File: src/hw/rtl/bdcg_pkg.sv
`timescale 1ns / 1ps
// ----------------------------------------------------------------------------
// bdcg_pkg
// Shared types, constants and constant functions of the demosaic pipeline.
// ----------------------------------------------------------------------------
package bdcg_pkg;

  localparam int PixW   = 8;
  localparam int PairsW = 11;

  // configuration register indexes
  localparam logic CFG_WIDTH_PAIRS  = 1'b0;
  localparam logic CFG_HEIGHT_PAIRS = 1'b1;

  localparam logic [PairsW-1:0] WIDTH_PAIRS_RST  = 11'd320;
  localparam logic [PairsW-1:0] HEIGHT_PAIRS_RST = 11'd240;

  // color matrix in hundredths, row major
  localparam int CCM_HUNDREDTHS [9] = '{118, -9, -13, -24, 119, -5, -18, -44, 171};

  // 3x3 neighborhood row: index 0 = left, 1 = center, 2 = right
  typedef logic [2:0][PixW-1:0] pix3_t;

  typedef struct packed {
    logic row_odd;
    logic col_odd;
    logic top;
    logic bot;
    logic left;
    logic right;
  } site_t;

  typedef struct packed {
    logic line_end;
    logic frame_end;
  } pix_flags_t;

  typedef struct packed {
    logic [PixW-1:0] r;
    logic [PixW-1:0] g;
    logic [PixW-1:0] b;
  } rgb_t;

  // q-format coefficient, rounded half away from zero
  function automatic int ccm_coef(int k, int frac);
    longint h;
    longint one;
    longint q;
    h   = longint'(CCM_HUNDREDTHS[k]);
    one = longint'(1) << frac;
    if (h < 0) begin
      q = -(((-h) * one + 50) / 100);
    end else begin
      q = (h * one + 50) / 100;
    end
    return int'(q);
  endfunction

  // floor(s / 3) for s up to 765 by reciprocal multiply
  function automatic logic [PixW-1:0] div3(logic [9:0] s);
    logic [20:0] p;
    p = {11'd0, s} * 21'd683;
    return p[18:11];
  endfunction

  function automatic logic [PixW-1:0] avg2(logic [PixW-1:0] a, logic [PixW-1:0] b);
    logic [PixW:0] s;
    s = {1'b0, a} + {1'b0, b};
    return s[PixW:1];
  endfunction

  function automatic logic [PixW-1:0] avg3(logic [PixW-1:0] a, logic [PixW-1:0] b,
                                            logic [PixW-1:0] c);
    logic [9:0] s;
    s = {2'b0, a} + {2'b0, b} + {2'b0, c};
    return div3(s);
  endfunction

  function automatic logic [PixW-1:0] avg4(logic [PixW-1:0] a, logic [PixW-1:0] b,
                                            logic [PixW-1:0] c, logic [PixW-1:0] d);
    logic [9:0] s;
    s = {2'b0, a} + {2'b0, b} + {2'b0, c} + {2'b0, d};
    return s[9:2];
  endfunction

  // floor(sqrt(255 * v)), evaluated only with constant arguments
  function automatic logic [PixW-1:0] gamma_calc(int v);
    int n;
    int r;
    n = 255 * v;
    r = 0;
    for (int s = 0; s < 256; s++) begin
      if ((s + 1) * (s + 1) <= n) begin
        r = s + 1;
      end
    end
    return PixW'(r);
  endfunction

endpackage

File: src/hw/rtl/bdcg_ccm.sv
`timescale 1ns / 1ps
// ----------------------------------------------------------------------------
// bdcg_ccm
// 3x3 color matrix with floor and clamp to 0..255, registered result.
// ----------------------------------------------------------------------------
module bdcg_ccm #(
  parameter int COEF_FRAC_BITS = 12
) (
  input  logic                   clk_i,
  input  logic                   load_i,
  input  bdcg_pkg::rgb_t         rgb_i,
  input  bdcg_pkg::pix_flags_t   flags_i,
  output bdcg_pkg::rgb_t         rgb_o,
  output bdcg_pkg::pix_flags_t   flags_o
);
  import bdcg_pkg::*;

  localparam int CW = COEF_FRAC_BITS + 2;
  localparam int PW = CW + PixW + 1;
  localparam int AW = PW + 2;

  logic signed [PixW:0]   chan   [3];
  logic signed [AW-1:0]   acc    [3];
  logic signed [AW-1:0]   shr    [3];
  logic [PixW-1:0]        v      [3];
  rgb_t                   rgb_q;
  pix_flags_t             flags_q;

  assign chan[0] = $signed({1'b0, rgb_i.r});
  assign chan[1] = $signed({1'b0, rgb_i.g});
  assign chan[2] = $signed({1'b0, rgb_i.b});

  always_comb begin
    for (int i = 0; i < 3; i++) begin
      acc[i] = '0;
      for (int j = 0; j < 3; j++) begin
        acc[i] = acc[i] + AW'($signed(CW'(ccm_coef(i * 3 + j, COEF_FRAC_BITS))))
                        * AW'(chan[j]);
      end
      shr[i] = acc[i] >>> COEF_FRAC_BITS;
      if (acc[i] < 0) begin
        v[i] = '0;
      end else if (shr[i] > AW'(255)) begin
        v[i] = 8'd255;
      end else begin
        v[i] = shr[i][PixW-1:0];
      end
    end
  end

  always_ff @(posedge clk_i) begin
    if (load_i) begin
      rgb_q   <= '{r: v[0], g: v[1], b: v[2]};
      flags_q <= flags_i;
    end
  end

  assign rgb_o   = rgb_q;
  assign flags_o = flags_q;

endmodule

File: config.mk
export PLATFORM = sky130hd
export DESIGN_NAME = bdcg_ccm
export DESIGN_NICKNAME = d
export VERILOG_FILES = /design/src/hw/rtl/bdcg_pkg.sv /design/src/hw/rtl/bdcg_ccm.sv
export SDC_FILE = /design/constraint.sdc
export NUM_CORES = 1
export LEC_CHECK = 0
export BUFFER_PORTS_ARGS = -buffer_cell sky130_fd_sc_hd__buf_2
export CORE_ASPECT_RATIO = 0.75
export CORE_MARGIN = 4
export CORE_UTILIZATION = 55
export DETAILED_ROUTE_END_ITERATION = 10
export PLACE_DENSITY = 0.79
export SLEW_MARGIN = 20
export SYNTH_ARGS = -nofsm -noshare
export SYNTH_HDL_FRONTEND = slang
export SYNTH_SLANG_ARGS = --single-unit
File: constraint.sdc
create_clock -name clk_i -period 28.6 [get_ports clk_i]
set_clock_uncertainty 0.05 [all_clocks]
set_input_delay 4.29 -clock clk_i [delete_from_list [all_inputs] [get_ports clk_i]]
set_output_delay 4.29 -clock clk_i [all_outputs]
set_load 0.02 [all_outputs]
==> flow_metrics.py <==
metrics = {
    "timing": {
        "fin_setup_tns_ns": 0,
        "setup_viol": 0,
        "max_slew_margin_pct": 40.6,
        "finalCritPeriodShare_pct": 44.7,
        "hold_slack_ns": 4.12,
        "rsz0062_at_grt": "no",
        "finalMaxSlewViolations": 0,
        "max_freq_ghz": 0.0782,
        "worstMarginPinSlew_ns": 0.886,
        "fin_crit_ns": 12.79,
        "hold_viol": 0,
    },
    "clock_tree": {
        "clk_pin_slew_ns": 0.09,
        "cts_sinks": 26,
        "cts_inserted_buffers": 3,
        "cts_tree": "built",
        "cts_root_buf": "clkbuf_16",
        "cts_resized": 0,
        "cts_setup_buffers": 0,
        "ctsHoldBuffers": 0,
        "clockBufferDepth": 2,
        "htreeDepth": 1,
    },
    "finish": {
        "antennaDiodeCount": 0,
        "drive_above_1_share_pct": 4.65,
        "area_delta_synth_final_pct": 4.91,
        "nFillCells": 2772,
        "final_nets": 2690,
    },
    "synthesis": {
        "synth_common_cells": "inv_1, ha_1, fa_1",
        "avgSynthCellArea_um2": 9.73,
        "ys_seq_elements": 26,
        "yosysTopAreaCellShare_pct": 38.3,
        "yosysTopAreaCell": "fa_1",
        "synth.most_common_cell": "inv_1",
        "synthTopCellsByArea": "fa_1, ha_1, inv_1",
        "syn_area_um2": 18300,
        "yosys_warnings": 0,
        "synthesis.nets": 2632,
        "synthFlopType": "edfxtp_1",
        "synth_cells": 1878,
        "async_flop_share_pct": 0,
        "seq_area_frac_synth_pct": 4.27,
        "synth_cell_types": 72,
        "synth_edf_count": 26,
    },
    "worst_setup_path": {
        "cp_slowest_cell": "fa_1",
        "crit_path_frequent_cell": "fa_1",
        "max_stage_delay_ns": 0.85,
        "crit_start": "rgb_i[0]",
        "cp.required_ns": 28.69,
        "end_kind": "register",
        "cp-start-kind": "primary input",
        "critPathMaxFanout": 11,
        "arrival_ns": 12.88,
        "crit_type": "primary input to register",
    },
    "die": {
        "num_rows": 57,
        "chipWidth_um": 218,
        "dieArea_um2": 36200,
        "die_h_um": 166,
        "core_um2": 32600,
        "io_pins": 54,
        "start_util_pct": 56.0,
    },
    "run_status": {
        "status": "complete, no violations",
    },
    "detailed_routing": {
        "wl_um": 46300,
        "routed_via_density": 5.48,
        "vias": 13000,
        "post_drt_wl_per_cell_um": 19.5,
        "ant_nets": 0,
        "drc": 0,
        "drt-initial-drc-count": 963,
        "firstDrtPassIters": 5,
    },
    "worst_hold_path": {
        "min_path_type": "primary input to register",
        "hp-start": "flags_i[1]",
    },
    "global_route": {
        "first_global_vias": 13700,
        "grtUsageTotal_pct": 26.4,
        "grt_overflow": 0,
        "grt_start_max_net_pins": 27,
        "grt_pass1_wl_um": 73800,
        "grt_antenna_before_repair": 0,
    },
    "placement": {
        "io_buffers": 53,
        "gp_congestion": 1.01,
        "hpwl_um": 41700,
    },
    "flow_run": {
        "drv_cap": 0,
    },
}
-- cell families after synthesis --
group | share of synthesized area, %
and+or+nand+nor | 5.98
DFF | 4.27
muxes | 0.185
buffers and inverters | 12.2
AOI/OAI and AO/OA | 8.81
xor gates and xnor gates | 4.50
adders and majority gates | 64.1
-- final timing paths --
| path | end | slack (ns) | depth (start not counted) |
|---|---|---|---|
| worst max-delay path | rgb_o[23]$_SDFFCE_PN0P_ | 15.81 | 30 |
| worst min-delay path | flags_o[1]$_DFFE_PP_ | 4.12 | 1 |
-- worst max-delay path: cells and delay by family --
family | cells | cell delay, ns
and+or+nand+nor | 1 | 0.21
adders and majority gates | 9 | 4.44
buffers and inverters | 6 | 0.61
AOI/OAI and AO/OA | 12 | 2.60
xor gates and xnor gates | 2 | 0.67
-- per-stage QoR --
step / instance area (um^2) / utilization, % / setup slack (ns) / cells
4_1_cts: 19200 / 58.8 / 15.94 / 2377
6_report: 19200 / 58.8 / 15.81 / 2377
5_1_grt: 19200 / 58.8 / 15.33 / 2377
3_3_place_gp: 19100 / 58.5 / 15.82 / 2373
2_1_floorplan: 18300 / - / 16.62 / 1878
3_5_place_dp: 19100 / 58.5 / 15.66 / 2373
-- metal layers --
layer	share of wire, %	track usage, %
met1	44	38.3
met2	43	39.2
met3	12	9.37
met4	1.5	4.04
met5	0	0
-- cell type report --
cell class                      count  area [um^2]  area share [%]
Clock buffer                        3         75.1           0.392
Clock inverter                      1         3.75          0.0196
Inverter                          592         2220            11.6
Multi-Input combinational cell   1260        15300            79.6
Sequential cell                    26          781            4.07
Timing Repair Buffer               53          265            1.38
Tap cell                          442          553            2.89
-- cells in the final DEF (no fill, tap or decap), drive strengths merged, types with 17 or more instances in the layout --
cell,Yosys,layout
nand3,24,24
buf,0,53
o21ai,36,36
edfxtp,26,26
nand2,38,38
inv,592,592
xnor2,57,57
nor3,28,28
nor2,45,45
ha,377,377
a21o,27,27
a21oi,62,62
xor2,36,36
o21a,17,17
fa,349,349
-- state kept, by name, summed over array words and instances (netlist names) --
register / cells
flags_o: 2
rgb_o: 24
Power is left out: the tool's default activity adds up to more than one toggle a clock period on the data nets, which glitch-free logic cannot reach.
