**src/hw/rtl/bdcg_pkg.sv**
```systemverilog
`timescale 1ns / 1ps
// ----------------------------------------------------------------------------
// bdcg_pkg
// Shared types, constants and constant functions of the demosaic pipeline.
// ----------------------------------------------------------------------------
package bdcg_pkg;

  localparam int PixW   = 8;
  localparam int PairsW = 11;

  // configuration register indexes
  localparam logic CFG_WIDTH_PAIRS  = 1'b0;
  localparam logic CFG_HEIGHT_PAIRS = 1'b1;

  localparam logic [PairsW-1:0] WIDTH_PAIRS_RST  = 11'd320;
  localparam logic [PairsW-1:0] HEIGHT_PAIRS_RST = 11'd240;

  // color matrix in hundredths, row major
  localparam int CCM_HUNDREDTHS [9] = '{118, -9, -13, -24, 119, -5, -18, -44, 171};

  // 3x3 neighborhood row: index 0 = left, 1 = center, 2 = right
  typedef logic [2:0][PixW-1:0] pix3_t;

  typedef struct packed {
    logic row_odd;
    logic col_odd;
    logic top;
    logic bot;
    logic left;
    logic right;
  } site_t;

  typedef struct packed {
    logic line_end;
    logic frame_end;
  } pix_flags_t;

  typedef struct packed {
    logic [PixW-1:0] r;
    logic [PixW-1:0] g;
    logic [PixW-1:0] b;
  } rgb_t;

  // q-format coefficient, rounded half away from zero
  function automatic int ccm_coef(int k, int frac);
    longint h;
    longint one;
    longint q;
    h   = longint'(CCM_HUNDREDTHS[k]);
    one = longint'(1) << frac;
    if (h < 0) begin
      q = -(((-h) * one + 50) / 100);
    end else begin
      q = (h * one + 50) / 100;
    end
    return int'(q);
  endfunction

  // floor(s / 3) for s up to 765 by reciprocal multiply
  function automatic logic [PixW-1:0] div3(logic [9:0] s);
    logic [20:0] p;
    p = {11'd0, s} * 21'd683;
    return p[18:11];
  endfunction

  function automatic logic [PixW-1:0] avg2(logic [PixW-1:0] a, logic [PixW-1:0] b);
    logic [PixW:0] s;
    s = {1'b0, a} + {1'b0, b};
    return s[PixW:1];
  endfunction

  function automatic logic [PixW-1:0] avg3(logic [PixW-1:0] a, logic [PixW-1:0] b,
                                            logic [PixW-1:0] c);
    logic [9:0] s;
    s = {2'b0, a} + {2'b0, b} + {2'b0, c};
    return div3(s);
  endfunction

  function automatic logic [PixW-1:0] avg4(logic [PixW-1:0] a, logic [PixW-1:0] b,
                                            logic [PixW-1:0] c, logic [PixW-1:0] d);
    logic [9:0] s;
    s = {2'b0, a} + {2'b0, b} + {2'b0, c} + {2'b0, d};
    return s[9:2];
  endfunction

  // floor(sqrt(255 * v)), evaluated only with constant arguments
  function automatic logic [PixW-1:0] gamma_calc(int v);
    int n;
    int r;
    n = 255 * v;
    r = 0;
    for (int s = 0; s < 256; s++) begin
      if ((s + 1) * (s + 1) <= n) begin
        r = s + 1;
      end
    end
    return PixW'(r);
  endfunction

endpackage

```
**src/hw/rtl/bdcg_interp.sv**
```systemverilog
`timescale 1ns / 1ps
// ----------------------------------------------------------------------------
// bdcg_interp
// Bilinear interpolation of the missing colors at one GRBG site.
// ----------------------------------------------------------------------------
module bdcg_interp (
  input  bdcg_pkg::pix3_t t_i,
  input  bdcg_pkg::pix3_t m_i,
  input  bdcg_pkg::pix3_t b_i,
  input  bdcg_pkg::site_t site_i,
  output bdcg_pkg::rgb_t  rgb_o
);
  import bdcg_pkg::*;

  always_comb begin
    rgb_o = '0;
    if (!site_i.row_odd) begin
      if (!site_i.col_odd) begin
        // green on a green/red row
        rgb_o.b = site_i.top ? b_i[1] : avg2(t_i[1], b_i[1]);
        rgb_o.r = site_i.left ? m_i[2] : avg2(m_i[0], m_i[2]);
        rgb_o.g = m_i[1];
      end else begin
        if (site_i.right) begin
          if (site_i.top) begin
            rgb_o.g = avg2(m_i[0], b_i[1]);
            rgb_o.b = b_i[0];
          end else begin
            rgb_o.g = avg3(t_i[1], m_i[0], b_i[1]);
            rgb_o.b = avg2(t_i[0], b_i[0]);
          end
        end else begin
          if (site_i.top) begin
            rgb_o.g = avg3(m_i[0], m_i[2], b_i[1]);
            rgb_o.b = avg2(b_i[0], b_i[2]);
          end else begin
            rgb_o.g = avg4(t_i[1], b_i[1], m_i[0], m_i[2]);
            rgb_o.b = avg4(t_i[0], t_i[2], b_i[2], b_i[0]);
          end
        end
        rgb_o.r = m_i[1];
      end
    end else begin
      if (!site_i.col_odd) begin
        if (site_i.left) begin
          if (site_i.bot) begin
            rgb_o.r = t_i[2];
            rgb_o.g = avg2(t_i[1], m_i[2]);
          end else begin
            rgb_o.r = avg2(t_i[2], b_i[2]);
            rgb_o.g = avg3(t_i[1], b_i[1], m_i[2]);
          end
        end else begin
          if (site_i.bot) begin
            rgb_o.r = avg2(t_i[0], t_i[2]);
            rgb_o.g = avg3(m_i[0], m_i[2], t_i[1]);
          end else begin
            rgb_o.r = avg4(t_i[0], t_i[2], b_i[2], b_i[0]);
            rgb_o.g = avg4(t_i[1], b_i[1], m_i[0], m_i[2]);
          end
        end
        rgb_o.b = m_i[1];
      end else begin
        // green on a blue/green row
        rgb_o.r = site_i.bot ? t_i[1] : avg2(t_i[1], b_i[1]);
        rgb_o.b = site_i.right ? m_i[0] : avg2(m_i[0], m_i[2]);
        rgb_o.g = m_i[1];
      end
    end
  end

endmodule

```
**config.mk**
```make
export PLATFORM = sky130hd
export DESIGN_NAME = bdcg_interp
export DESIGN_NICKNAME = d
export VERILOG_FILES = /design/src/hw/rtl/bdcg_pkg.sv /design/src/hw/rtl/bdcg_interp.sv
export SDC_FILE = /design/constraint.sdc
export NUM_CORES = 1
export LEC_CHECK = 0
export ABC_AREA = 1
export BUFFER_PORTS_ARGS = -buffer_cell sky130_fd_sc_hd__buf_2
export CORE_ASPECT_RATIO = 0.8
export CORE_MARGIN = 2
export CORE_UTILIZATION = 50
export DETAILED_ROUTE_END_ITERATION = 6
export PLACE_DENSITY_LB_ADDON = 0.25
export SLEW_MARGIN = 40
export SYNTH_ARGS = -nofsm -noshare
export SYNTH_HDL_FRONTEND = slang
export SYNTH_SLANG_ARGS = --single-unit
export TNS_END_PERCENT = 30
```
**constraint.sdc**
```tcl
create_clock -name vclk -period 11.2
set_input_delay 2.24 -clock vclk [all_inputs]
set_output_delay 2.24 -clock vclk [all_outputs]
set_load 0.02 [all_outputs]
```
==> summary.md <==
| Metric | Value |
|---|---|
| Largest net degree at the start of global routing | `54` |
| Clk_buf instances | `0` |
| GPL Wtd Cong | `between 0.9 and 1` |
| Vias | `roughly 15000` |
| Max frequency | `~0.09 GHz` |
| Critical path arrival | `8700 ps` |
| Area of the core | `28400 um2` |
| Area growth, synth to finish | `14.4%` |
| Die H | `156 um` |
| Final wirelength | `between 40 and 50 mm` |
| Status | `complete, no violations` |
| Area leader, netlist | `ha_1` |
| Final setup fails | `0` |
| Hold Vio Cnt, Final | `0` |
| Critical path class | `input pin to output port` |
| Remaining global-route overflow | `0` |
| Most frequent cells in the layout | `nand2_1, inv_1, ha_1` |
| Total Routing Usage GR | `30.7%` |
| Vias in the first global route | `14170` |
| Routed length per instance | `17.9 um` |
| Seq Cell Count | `0` |
| Count of pins over their slew limit | `0` |
| Area after DPL | `15900 um2` |
| Depth of the worst hold-timing path | `6` |
| Register area | `0 um2` |
| Rows | `55` |
| Synth Instances | `2105` |
| Port buffer count | `102` |
| Data required, critical path | `8960 ps` |
| Fillers | `between 2000 and 3000` |
| Synth unique cells | `between 50 and 60` |
| Tcrit/Tclk final | `a little over nine tenths` |
| Number of remaining DRC errors | `0` |
| Worst Hold Class | `input pin to output port` |
| Post-Syn Area | `14500 um2` |
| Final nets | `2796` |
| Pre-antenna DRT Iters | `5` |
| Min Clock Period, post-route | `10940 ps` |
| Most common cell after layout, fill and taps aside | `nand2_1` |
| RSZ-0062 raised after global routing | `yes` |
| Largest cells by area after synthesis | `ha_1, fa_1, nand2_1, inv_1, a21oi_1` |
| # IOs | `102` |
| Count of yosys warnings during synthesis | `0` |
| Die Area | `30300 um2` |
| Die W | `between 150 and 200 um` |
| Vias per cell | `5.54` |
| Worst slew margin | `44.6%` |
| Syn Area/Cell | `6.87 um2` |
| Worst-Margin Slew | `~830 ps` |
| Critical Path End Type | `output port` |
| Design area | `16600 um2` |
| Sequential element share of the synthesized area | `0%` |
| Post-CTS Hold Fix Bufs | `0` |
| First-pass GRT wire length | `about 75 mm` |
| Final Hold Slack | `4970 ps` |
| Initial DRC count | `1077` |
| Crit-path max FO | `5` |
| DP HPWL | `40.5 mm` |
| Antenna violations before repair | `2` |
| Share of layout cells above drive strength 1 | `approximately 15%` |
| Critical Path Start Type | `input pin` |
| ANT nets after route | `0` |
| Initial Utilization | `approximately half` |
| Maxcap violations | `0` |
| Top cell type's share of synthesized area | `between 20 and 30%` |
| Mapped Nets | `between 2000 and 3000` |
[worst paths after layout]
kind | startpoint | end | slack, ps
setup / recovery | m_i[1] | rgb_o[9] | 260
hold / removal | m_i[8] | rgb_o[8] | 4970
[worst max-delay path: stages]
cell and delay (ps):
clkbuf_4 160, ha_1 280, nand3_1 70, nand2_1 110
xor2_1 240, inv_1 170, ha_1 370, a21oi_1 150
nand2_1 190, xor2_2 420, ha_1 320, ha_1 350
xor2_1 370, fa_1 510, fa_1 480, ha_1 310
ha_1 360, a21oi_1 150, o21ai_1 90, nand3b_1 210
buf_4 160, o21ai_0 320, nand3_1 160, nand3_1 160
nand3_1 80, nand2_1 100, inv_1 40, buf_2 150
[Yosys cell counts, drive strengths merged, types with 2 or more instances]
| cell | count |
|---|---|
| nand2 | 452 |
| inv | 392 |
| ha | 335 |
| a21oi | 198 |
| fa | 125 |
| nand3 | 116 |
| nor2 | 113 |
| o21ai | 112 |
| xor2 | 51 |
| clkbuf | 30 |
| xnor2 | 23 |
| o211ai | 21 |
| nand4 | 20 |
| o21bai | 17 |
| a21o | 14 |
| nand3b | 13 |
| or2 | 11 |
| buf | 10 |
| nor3 | 10 |
| a221oi | 6 |
| a211oi | 5 |
| a31oi | 5 |
| a32oi | 5 |
| a31o | 4 |
| clkinv | 3 |
| a22oi | 2 |
| o21a | 2 |
| o41ai | 2 |
[cells by family (layout without fill, tap and decap cells)]
group                      count (synthesis)  count (layout)  synth area share, %
and+or+nand+nor                          736             736                 22.0
adders and majority gates                460             460                 46.3
buffers and inverters                    435             586                 11.4
AOI/OAI and AO/OA                        400             400                 15.7
xor gates and xnor gates                  74              74                 4.58
other                                      0               2                    0
[per-layer routing]
metal | track usage (%) | up-vias | share of wire [%]
li1 | - | 7213 | -
met1 | 44.9 | 6704 | 46
met2 | 47.0 | 579 | 42
met3 | 4.17 | 75 | 8.5
met4 | 8.33 | 0 | 2.9
met5 | 0 | - | 0
[layout make-up]
class	count	area, um2	share of cell area, %
Antenna cell	2	5.00	0.0302
Inverter	395	1490	8.97
Multi-Input combinational cell	1670	13400	80.8
Tap cell	370	463	2.80
Timing Repair Buffer	191	1220	7.39
[metrics by stage]
step | setup WS (ps) | std cells | TNS, ps | util (%)
3_5_place_dp | -105 | 2620 | -145 | 56.1
5_1_grt | -42.0 | 2626 | -115 | 58.4
2_1_floorplan | 625 | 2105 | 0 | -
6_report | 256 | 2628 | 0 | 58.4
3_3_place_gp | 17.5 | 2620 | 0 | 56.1
4_1_cts | -20.7 | 2620 | -32.9 | 56.2
[timing repair]
| item | in CTS | in global routing |
|---|---|---|
| setup buffers | 0 | 6 |
| gates resized for setup | 7 | 118 |
| pin swaps | 1 | 37 |
| setup endpoints to repair | 4 | 8 |
Power is not shown: default switching activity piles up to over one toggle a cycle in this logic, so the estimate is an artifact.
