--- src/hw/rtl/bdcg_pkg.sv ---
`timescale 1ns / 1ps
// ----------------------------------------------------------------------------
// bdcg_pkg
// Shared types, constants and constant functions of the demosaic pipeline.
// ----------------------------------------------------------------------------
package bdcg_pkg;

  localparam int PixW   = 8;
  localparam int PairsW = 11;

  // configuration register indexes
  localparam logic CFG_WIDTH_PAIRS  = 1'b0;
  localparam logic CFG_HEIGHT_PAIRS = 1'b1;

  localparam logic [PairsW-1:0] WIDTH_PAIRS_RST  = 11'd320;
  localparam logic [PairsW-1:0] HEIGHT_PAIRS_RST = 11'd240;

  // color matrix in hundredths, row major
  localparam int CCM_HUNDREDTHS [9] = '{118, -9, -13, -24, 119, -5, -18, -44, 171};

  // 3x3 neighborhood row: index 0 = left, 1 = center, 2 = right
  typedef logic [2:0][PixW-1:0] pix3_t;

  typedef struct packed {
    logic row_odd;
    logic col_odd;
    logic top;
    logic bot;
    logic left;
    logic right;
  } site_t;

  typedef struct packed {
    logic line_end;
    logic frame_end;
  } pix_flags_t;

  typedef struct packed {
    logic [PixW-1:0] r;
    logic [PixW-1:0] g;
    logic [PixW-1:0] b;
  } rgb_t;

  // q-format coefficient, rounded half away from zero
  function automatic int ccm_coef(int k, int frac);
    longint h;
    longint one;
    longint q;
    h   = longint'(CCM_HUNDREDTHS[k]);
    one = longint'(1) << frac;
    if (h < 0) begin
      q = -(((-h) * one + 50) / 100);
    end else begin
      q = (h * one + 50) / 100;
    end
    return int'(q);
  endfunction

  // floor(s / 3) for s up to 765 by reciprocal multiply
  function automatic logic [PixW-1:0] div3(logic [9:0] s);
    logic [20:0] p;
    p = {11'd0, s} * 21'd683;
    return p[18:11];
  endfunction

  function automatic logic [PixW-1:0] avg2(logic [PixW-1:0] a, logic [PixW-1:0] b);
    logic [PixW:0] s;
    s = {1'b0, a} + {1'b0, b};
    return s[PixW:1];
  endfunction

  function automatic logic [PixW-1:0] avg3(logic [PixW-1:0] a, logic [PixW-1:0] b,
                                            logic [PixW-1:0] c);
    logic [9:0] s;
    s = {2'b0, a} + {2'b0, b} + {2'b0, c};
    return div3(s);
  endfunction

  function automatic logic [PixW-1:0] avg4(logic [PixW-1:0] a, logic [PixW-1:0] b,
                                            logic [PixW-1:0] c, logic [PixW-1:0] d);
    logic [9:0] s;
    s = {2'b0, a} + {2'b0, b} + {2'b0, c} + {2'b0, d};
    return s[9:2];
  endfunction

  // floor(sqrt(255 * v)), evaluated only with constant arguments
  function automatic logic [PixW-1:0] gamma_calc(int v);
    int n;
    int r;
    n = 255 * v;
    r = 0;
    for (int s = 0; s < 256; s++) begin
      if ((s + 1) * (s + 1) <= n) begin
        r = s + 1;
      end
    end
    return PixW'(r);
  endfunction

endpackage

--- src/hw/rtl/bdcg_gamma.sv ---
`timescale 1ns / 1ps
// ----------------------------------------------------------------------------
// bdcg_gamma
// Gamma 0.5 lookup per channel into the output register.
// ----------------------------------------------------------------------------
module bdcg_gamma (
  input  logic                 clk_i,
  input  logic                 load_i,
  input  bdcg_pkg::rgb_t       rgb_i,
  input  bdcg_pkg::pix_flags_t flags_i,
  output logic [7:0]           red_o,
  output logic [7:0]           green_o,
  output logic [7:0]           blue_o,
  output logic                 line_end_o,
  output logic                 frame_end_o
);
  import bdcg_pkg::*;

  logic [PixW-1:0] rom [256];
  rgb_t            out_q;
  pix_flags_t      flags_q;

  for (genvar i = 0; i < 256; i++) begin : g_rom
    assign rom[i] = gamma_calc(i);
  end

  always_ff @(posedge clk_i) begin
    if (load_i) begin
      out_q   <= '{r: rom[rgb_i.r], g: rom[rgb_i.g], b: rom[rgb_i.b]};
      flags_q <= flags_i;
    end
  end

  assign red_o       = out_q.r;
  assign green_o     = out_q.g;
  assign blue_o      = out_q.b;
  assign line_end_o  = flags_q.line_end;
  assign frame_end_o = flags_q.frame_end;

endmodule

--- config.mk ---
export PLATFORM = sky130hd
export DESIGN_NAME = bdcg_gamma
export DESIGN_NICKNAME = d
export VERILOG_FILES = /design/src/hw/rtl/bdcg_pkg.sv /design/src/hw/rtl/bdcg_gamma.sv
export SDC_FILE = /design/constraint.sdc
export NUM_CORES = 1
export LEC_CHECK = 0
export ABC_AREA = 0
export BUFFER_PORTS_ARGS = -buffer_cell sky130_fd_sc_hd__buf_4
export CAP_MARGIN = 20
export CORE_MARGIN = 3
export CORE_UTILIZATION = 45
export DETAILED_ROUTE_END_ITERATION = 10
export GPL_ROUTABILITY_DRIVEN = 0
export PLACE_DENSITY_LB_ADDON = 0.25
export SYNTH_ARGS = -nofsm -noshare
export SYNTH_HDL_FRONTEND = slang
export SYNTH_SLANG_ARGS = --single-unit
--- constraint.sdc ---
create_clock -name clk_i -period 2.55 [get_ports clk_i]
set_input_delay 0.1275 -clock clk_i [delete_from_list [all_inputs] [get_ports clk_i]]
set_output_delay 0.1275 -clock clk_i [all_outputs]
set_load 0.005 [all_outputs]
==> results of run 1 <==
per-stage QoR:
| stage | hold slack [ns] | setup slack, ns | instances | utilization, % |
|---|---|---|---|---|
| 2_1_floorplan | 0.226 | 0.270 | 923 | - |
| 3_3_place_gp | 0.306 | 0.204 | 1073 | 49.8 |
| 4_1_cts | 0.0207 | 0.487 | 1077 | 50.6 |
| 5_1_grt | 0.0214 | 0.312 | 1077 | 50.6 |
| 3_5_place_dp | 0.319 | 0.173 | 1073 | 49.8 |
| 6_report | 0.0207 | 0.476 | 1077 | 50.6 |
power by group:
group | leakage [nW] | internal, mW | switching [mW]
Clock | 0.0511 | 0.314 | 0.187
Combinational | 2.18 | 0.451 | 0.683
Sequential | 0.256 | 0.529 | 0.0146
Total | 2.49 | 1.29 | 0.884
routing by layer:
metal	vias to the layer above	GRT usage [%]	wire length [µm]	share of wire (%)
met5	-	0	0	0
met2	394	39.0	9040	45
met3	49	1.82	1620	8.1
met4	0	8.90	548	2.7
li1	3449	-	-	-
met1	3354	37.5	8790	44
sequential cells by signal (all words and copies together), names as in the netlist:
name         flops
frame_end_o      1
line_end_o       1
red_o            8
blue_o           8
green_o          8
cell usage after synthesis (6+ instances only):
master     instances
o22ai_1           11
a211o_1            7
nand2_1           90
and3_1             7
nand3_1           20
a211oi_1          27
nor2b_1           22
o31ai_1           10
maj3_1             6
a311oi_1          14
o211ai_1          32
a2111oi_0          6
inv_1             24
o21ai_1            6
o221ai_1           9
a221oi_1          10
buf_1             15
buf_2             11
o311ai_0          13
nor2_1            68
a21oi_1           89
ha_1              42
nor3_1            16
o21ai_0           86
mux4_2             7
edfxtp_1          26
a31oi_1           19
nand2b_1          32
mux2i_1           14
clkbuf_1          81
cell type report:
class | count | area, µm² | area share, %
clock buffer | 3 | 75.1 | 1.10
clock inverter | 1 | 30.0 | 0.441
inverter | 31 | 116 | 1.71
multi-input combinational | 757 | 4950 | 72.7
sequential | 26 | 781 | 11.5
tap | 176 | 220 | 3.23
timing repair buffer | 83 | 636 | 9.34
how the worst max path moves through the flow:
stage	slack, ns	startpoint	to
after floorplan	0.27	rgb_i[1]	blue_o[0]
after global placement	0.20	rgb_i[1]	blue_o[0]
after detailed placement	0.17	rgb_i[1]	blue_o[0]
after CTS	0.49	rgb_i[1]	blue_o[0]
after global routing	0.31	rgb_i[17]	red_o[2]
final	0.48	rgb_i[17]	red_o[2]
cells by family (layout without fill, tap and decap cells):
group	count (synthesis)	in the layout
mux	24	24
flops	26	26
compound gates	394	394
simple gates	285	285
buf+inv	140	118
xor+xnor	6	6
fa+ha+maj	48	48
critical path: cells and delay by family:
kind	cells	cell delay, ns
adders and majority gates	1	0.49
buffers and inverters	2	0.28
AOI/OAI and AO/OA	4	0.81
and+or+nand+nor	2	0.37
==> impl_metrics.env, run 1 <==
export IMPL_status="finished, final reports clean"
export IMPL_worstSetupPathType="in2reg"
export IMPL_yosysSeqAreaShare_pct=12.4
export IMPL_end_kind="flip-flop"
export IMPL_critPathRequiredTime_ns=2.57
export IMPL_syn_num_nets=993
export IMPL_post_synth_cell_area_avg_um2=6.80
export IMPL_io_pins=54
export IMPL_cts_buffers=3
export IMPL_synth_compound_area_share_pct=41.5
export IMPL_total_power_mw=2.18
export IMPL_arrival_ns=2.09
export IMPL_postCtsSetupRepairBufs=0
export IMPL_htreeDepth=1
export IMPL_mostFrequentLayoutCells="90 x nand2_1, 89 x a21oi_1, 86 x o21ai_0"
export IMPL_layout_filler_cells=1380
export IMPL_rsz0062_at_grt="no"
export IMPL_crit_fanout=15
export IMPL_yosys_area_share_adder_pct=9.33
export IMPL_grt_usage_pct=25.4
export IMPL_hpwl_um=13300
export IMPL_tns_ns=0
export IMPL_synth_top_area_cell="edfxtp_1"
export IMPL_drive_gt1_share_pct=12.2
export IMPL_root_buffer="clkbuf_16"
export IMPL_core_area_um2=13500
export IMPL_drt_first_pass_iters=5
export IMPL_start_kind="primary input"
export IMPL_overflow=0
export IMPL_path_cells="buf_4, inv_1, ha_1, nor2_1, nor3b_1, a311oi_1, a211oi_1, a311oi_1, o21ai_1"
export IMPL_min_period_over_period_pct=81.3
export IMPL_antenna_left=0
export IMPL_power_density_nw_per_um2=320
export IMPL_antennaDiodeCount=0
export IMPL_cts_hold_buf=0
export IMPL_hold_path_class="in2reg"
export IMPL_synth_area_mux_share_pct=5.28
export IMPL_slew_headroom_pct=64.2
export IMPL_slowest_stage="ha_1"
export IMPL_final_common_cell="nand2_1"
export IMPL_port_buffers=53
export IMPL_die_x_um=124
export IMPL_route_detailed_drc=0
export IMPL_synth_xor_area_share_pct=0.837
export IMPL_synth_ff_type="edfxtp_1"
export IMPL_die_h_um=124
export IMPL_cts_tree="yes"
export IMPL_maxCapViolCount=0
export IMPL_period_needed_ns=2.07
export IMPL_synth_top_area_share_pct=12.4
export IMPL_synth_top_family_by_area="compound AO/OA/AOI/OAI gates"
export IMPL_drt_wirelength_per_cell_um=18.6
export IMPL_max_stage_delay_ns=0.49
export IMPL_vias=7246
export IMPL_peakVddDrop_v=0.000216
export IMPL_clkSlewWorstSetupHoldPaths_ns=0.08
export IMPL_async_flop_share_pct=0
export IMPL_leakage_nw=2.49
export IMPL_yosysWarningCount=0
export IMPL_fmax_mhz=482
export IMPL_hp_start="flags_i[1]"
export IMPL_place_area_um2=6700
export IMPL_cts_buffer_depth=2
export IMPL_synth_seq_cells=26
export IMPL_cts_resized=0
export IMPL_antenna_found_initial=0
export IMPL_design_area_um2=6810
export IMPL_grt_pass1_vias=6210
export IMPL_drt_iter0_drc=1176
export IMPL_rows=42
export IMPL_crit_top_cell="a311oi_1"
export IMPL_setup_viol=0
export IMPL_grt_max_degree=75
export IMPL_cts_sinks=26
export IMPL_viasPerCell=6.73
export IMPL_maxSlewViolCount=0
export IMPL_area_growth_pct=8.43
export IMPL_fin_nets=972
export IMPL_worst_pin_slew_ns=0.535
export IMPL_dieArea_um2=15400
export IMPL_hold_violations=0
export IMPL_netlist_top_cells_area="edfxtp_1 12%, ha_1 8.4%, a21oi_1 7.1%"
export IMPL_synth_simple_area_share_pct=21.9
export IMPL_syn_inst=923
export IMPL_grt_pass1_wl_um=32300
export IMPL_hold_depth=1
export IMPL_start_util_pct=46.7
export IMPL_synth_area_um2=6280
export IMPL_whs_endpoint="line_end_o"
export IMPL_synth_edff_count=26
export IMPL_ys_types=75
export IMPL_routed_wl_um=20000
Note: power is estimated with default switching activity, not from simulation.
==> run 2, diff against run 1 <==
==> constraint.sdc (replaced) <==
create_clock -name clk_i -period 1.7 [get_ports clk_i]
set_input_delay 0.085 -clock clk_i [delete_from_list [all_inputs] [get_ports clk_i]]
set_output_delay 0.085 -clock clk_i [all_outputs]
set_load 0.005 [all_outputs]
==> run 2 against run 1 <==
  * The flow now finishes with violations (negative setup slack)
  * First-iteration DRC count decreased by 17%
  * Design area is 30% higher
  * Utilization increased by 15 points
  * Total power increased by 76%
  * Non-clock buffer count increased by 192
  * Critical path depth stayed put
  * Sequential share of layout area shrank 2.7 points
  * Final cell count up 18%
  * Sequential cell count stayed put
  * Global-route usage is 3.4 points higher
  * Wire length increased by 14%
  * Clock-buffer cell count unchanged
  * Critical endpoint is now blue_o[0]
  * Largest cell class unchanged
==> impl_metrics.env, run 2 (synthesis gave the netlist of run 1 again) <==
export IMPL_status="finished with violations"
export IMPL_violations="negative setup slack"
export IMPL_setup_viol=7
export IMPL_multi_input_area_um2=5370
export IMPL_hold_path_class="in2reg"
export IMPL_layout_filler_cells=1168
export IMPL_crit_family="simple AND/OR/NAND/NOR gates"
export IMPL_start_kind="primary input"
export IMPL_layout_setup_ws_ns=-0.238
export IMPL_drt_iter0_drc=981
export IMPL_hold_violations=0
export IMPL_leakage_nw=3.50
export IMPL_total_power_mw=3.84
export IMPL_htreeDepth=1
export IMPL_rows=42
export IMPL_power_density_nw_per_um2=433
export IMPL_mostFrequentLayoutCells="247 x buf_4, 89 x nand2_1, 84 x a21oi_1"
export IMPL_layout_area_seq_um2=781
export IMPL_die_h_um=124
export IMPL_vias=8096
export IMPL_maxSlewViolCount=0
export IMPL_max_stage_delay_ns=0.48
export IMPL_arrival_ns=1.97
export IMPL_critPathRequiredTime_ns=1.73
export IMPL_place_area_um2=8250
export IMPL_peakVddDrop_v=0.000311
export IMPL_cts_sinks=26
export IMPL_route_detailed_drc=0
export IMPL_design_area_um2=8870
export IMPL_end_kind="flip-flop"
export IMPL_rsz0062_at_grt="yes"
export IMPL_drive_gt1_share_pct=33.8
export IMPL_maxCapViolCount=0
export IMPL_start_util_pct=46.7
export IMPL_slew_headroom_pct=70.9
export IMPL_path_cells="buf_8, clkinvlp_4, ha_4, or4b_4, o2111ai_2, a21oi_2, or4_4, nand2b_4, a221o_1"
export IMPL_routed_wl_um=22800
export IMPL_min_period_over_period_pct=114
export IMPL_period_needed_ns=1.94
export IMPL_grt_max_degree=37
export IMPL_grt_pass1_vias=7428
export IMPL_grt_usage_pct=28.8
export IMPL_core_area_um2=13500
export IMPL_die_x_um=124
export IMPL_drt_first_pass_iters=6
export IMPL_viasPerCell=6.38
export IMPL_worst_pin_slew_ns=0.431
export IMPL_overflow=0
export IMPL_antenna_found_initial=0
export IMPL_antenna_left=0
export IMPL_hpwl_um=16400
export IMPL_timing_hold_ws_ns=0.222
export IMPL_port_buffers=53
export IMPL_dieArea_um2=15400
export IMPL_grt_pass1_wl_um=36600
export IMPL_cts_buffers=3
export IMPL_area_growth_pct=41.3
export IMPL_clkSlewWorstSetupHoldPaths_ns=0.08
export IMPL_io_pins=54
export IMPL_crit_fanout=2
export IMPL_fmax_mhz=516
export IMPL_root_buffer="clkbuf_16"
export IMPL_worstSetupPathType="in2reg"
export IMPL_cts_tree="yes"
export IMPL_cts_buffer_depth=2
export IMPL_slowest_stage="or4b_4"
export IMPL_fin_nets=1164
export IMPL_critical_path_buf_inv_count=2
export IMPL_antennaDiodeCount=0
export IMPL_drt_wirelength_per_cell_um=17.9
export IMPL_final_common_cell="buf_4"
[run 2: area by class of cell]
type                       count  share of cell area (%)
clock buffer                   3                   0.846
clock inverter                 1                   0.339
inverter                      31                    1.52
multi-input combinational    757                    60.6
sequential                    26                    8.80
tap                          176                    2.48
timing repair buffer         275                    25.4
[run 2: routing by layer]
layer	wire (µm)	track usage, %
met4	511	6.57
met3	2200	3.13
met1	9610	41.1
met5	0	0
met2	10400	46.7
[run 2: through the flow]
| step | instances | setup TNS [ns] | util [%] | setup slack, ns |
|---|---|---|---|---|
| after floorplan | 923 | -0.962 | - | -0.484 |
| after global placement | 1255 | -4.15 | 61.3 | -0.558 |
| after detailed placement | 1255 | -4.36 | 61.3 | -0.581 |
| after CTS | 1267 | -0.764 | 63.9 | -0.240 |
| after global routing | 1269 | -1.27 | 65.9 | -0.290 |
| final | 1269 | -0.951 | 65.9 | -0.238 |
[run 2: where the power goes]
part	leakage (nW)	internal, mW	switching (mW)
Sequential	0.256	0.794	0.0260
Clock	0.0511	0.470	0.249
Combinational	3.20	1.09	1.21
Total	3.50	2.35	1.49
[run 2: worst paths after layout]
check                  from          to  depth (start not counted)  slack [ns]
setup / recovery   rgb_i[1]   blue_o[0]                          9       -0.24
hold / removal    rgb_i[15]  green_o[7]                          2        0.22
[run 2: what timing repair did]
item                                   4_1_cts  5_1_grt
hold buffers                                 2        0
resized for setup                           32       61
pin swaps                                   16       29
setup endpoints to repair                    7       15
setup buffers                                7        3
endpoints found under the hold margin        2        0
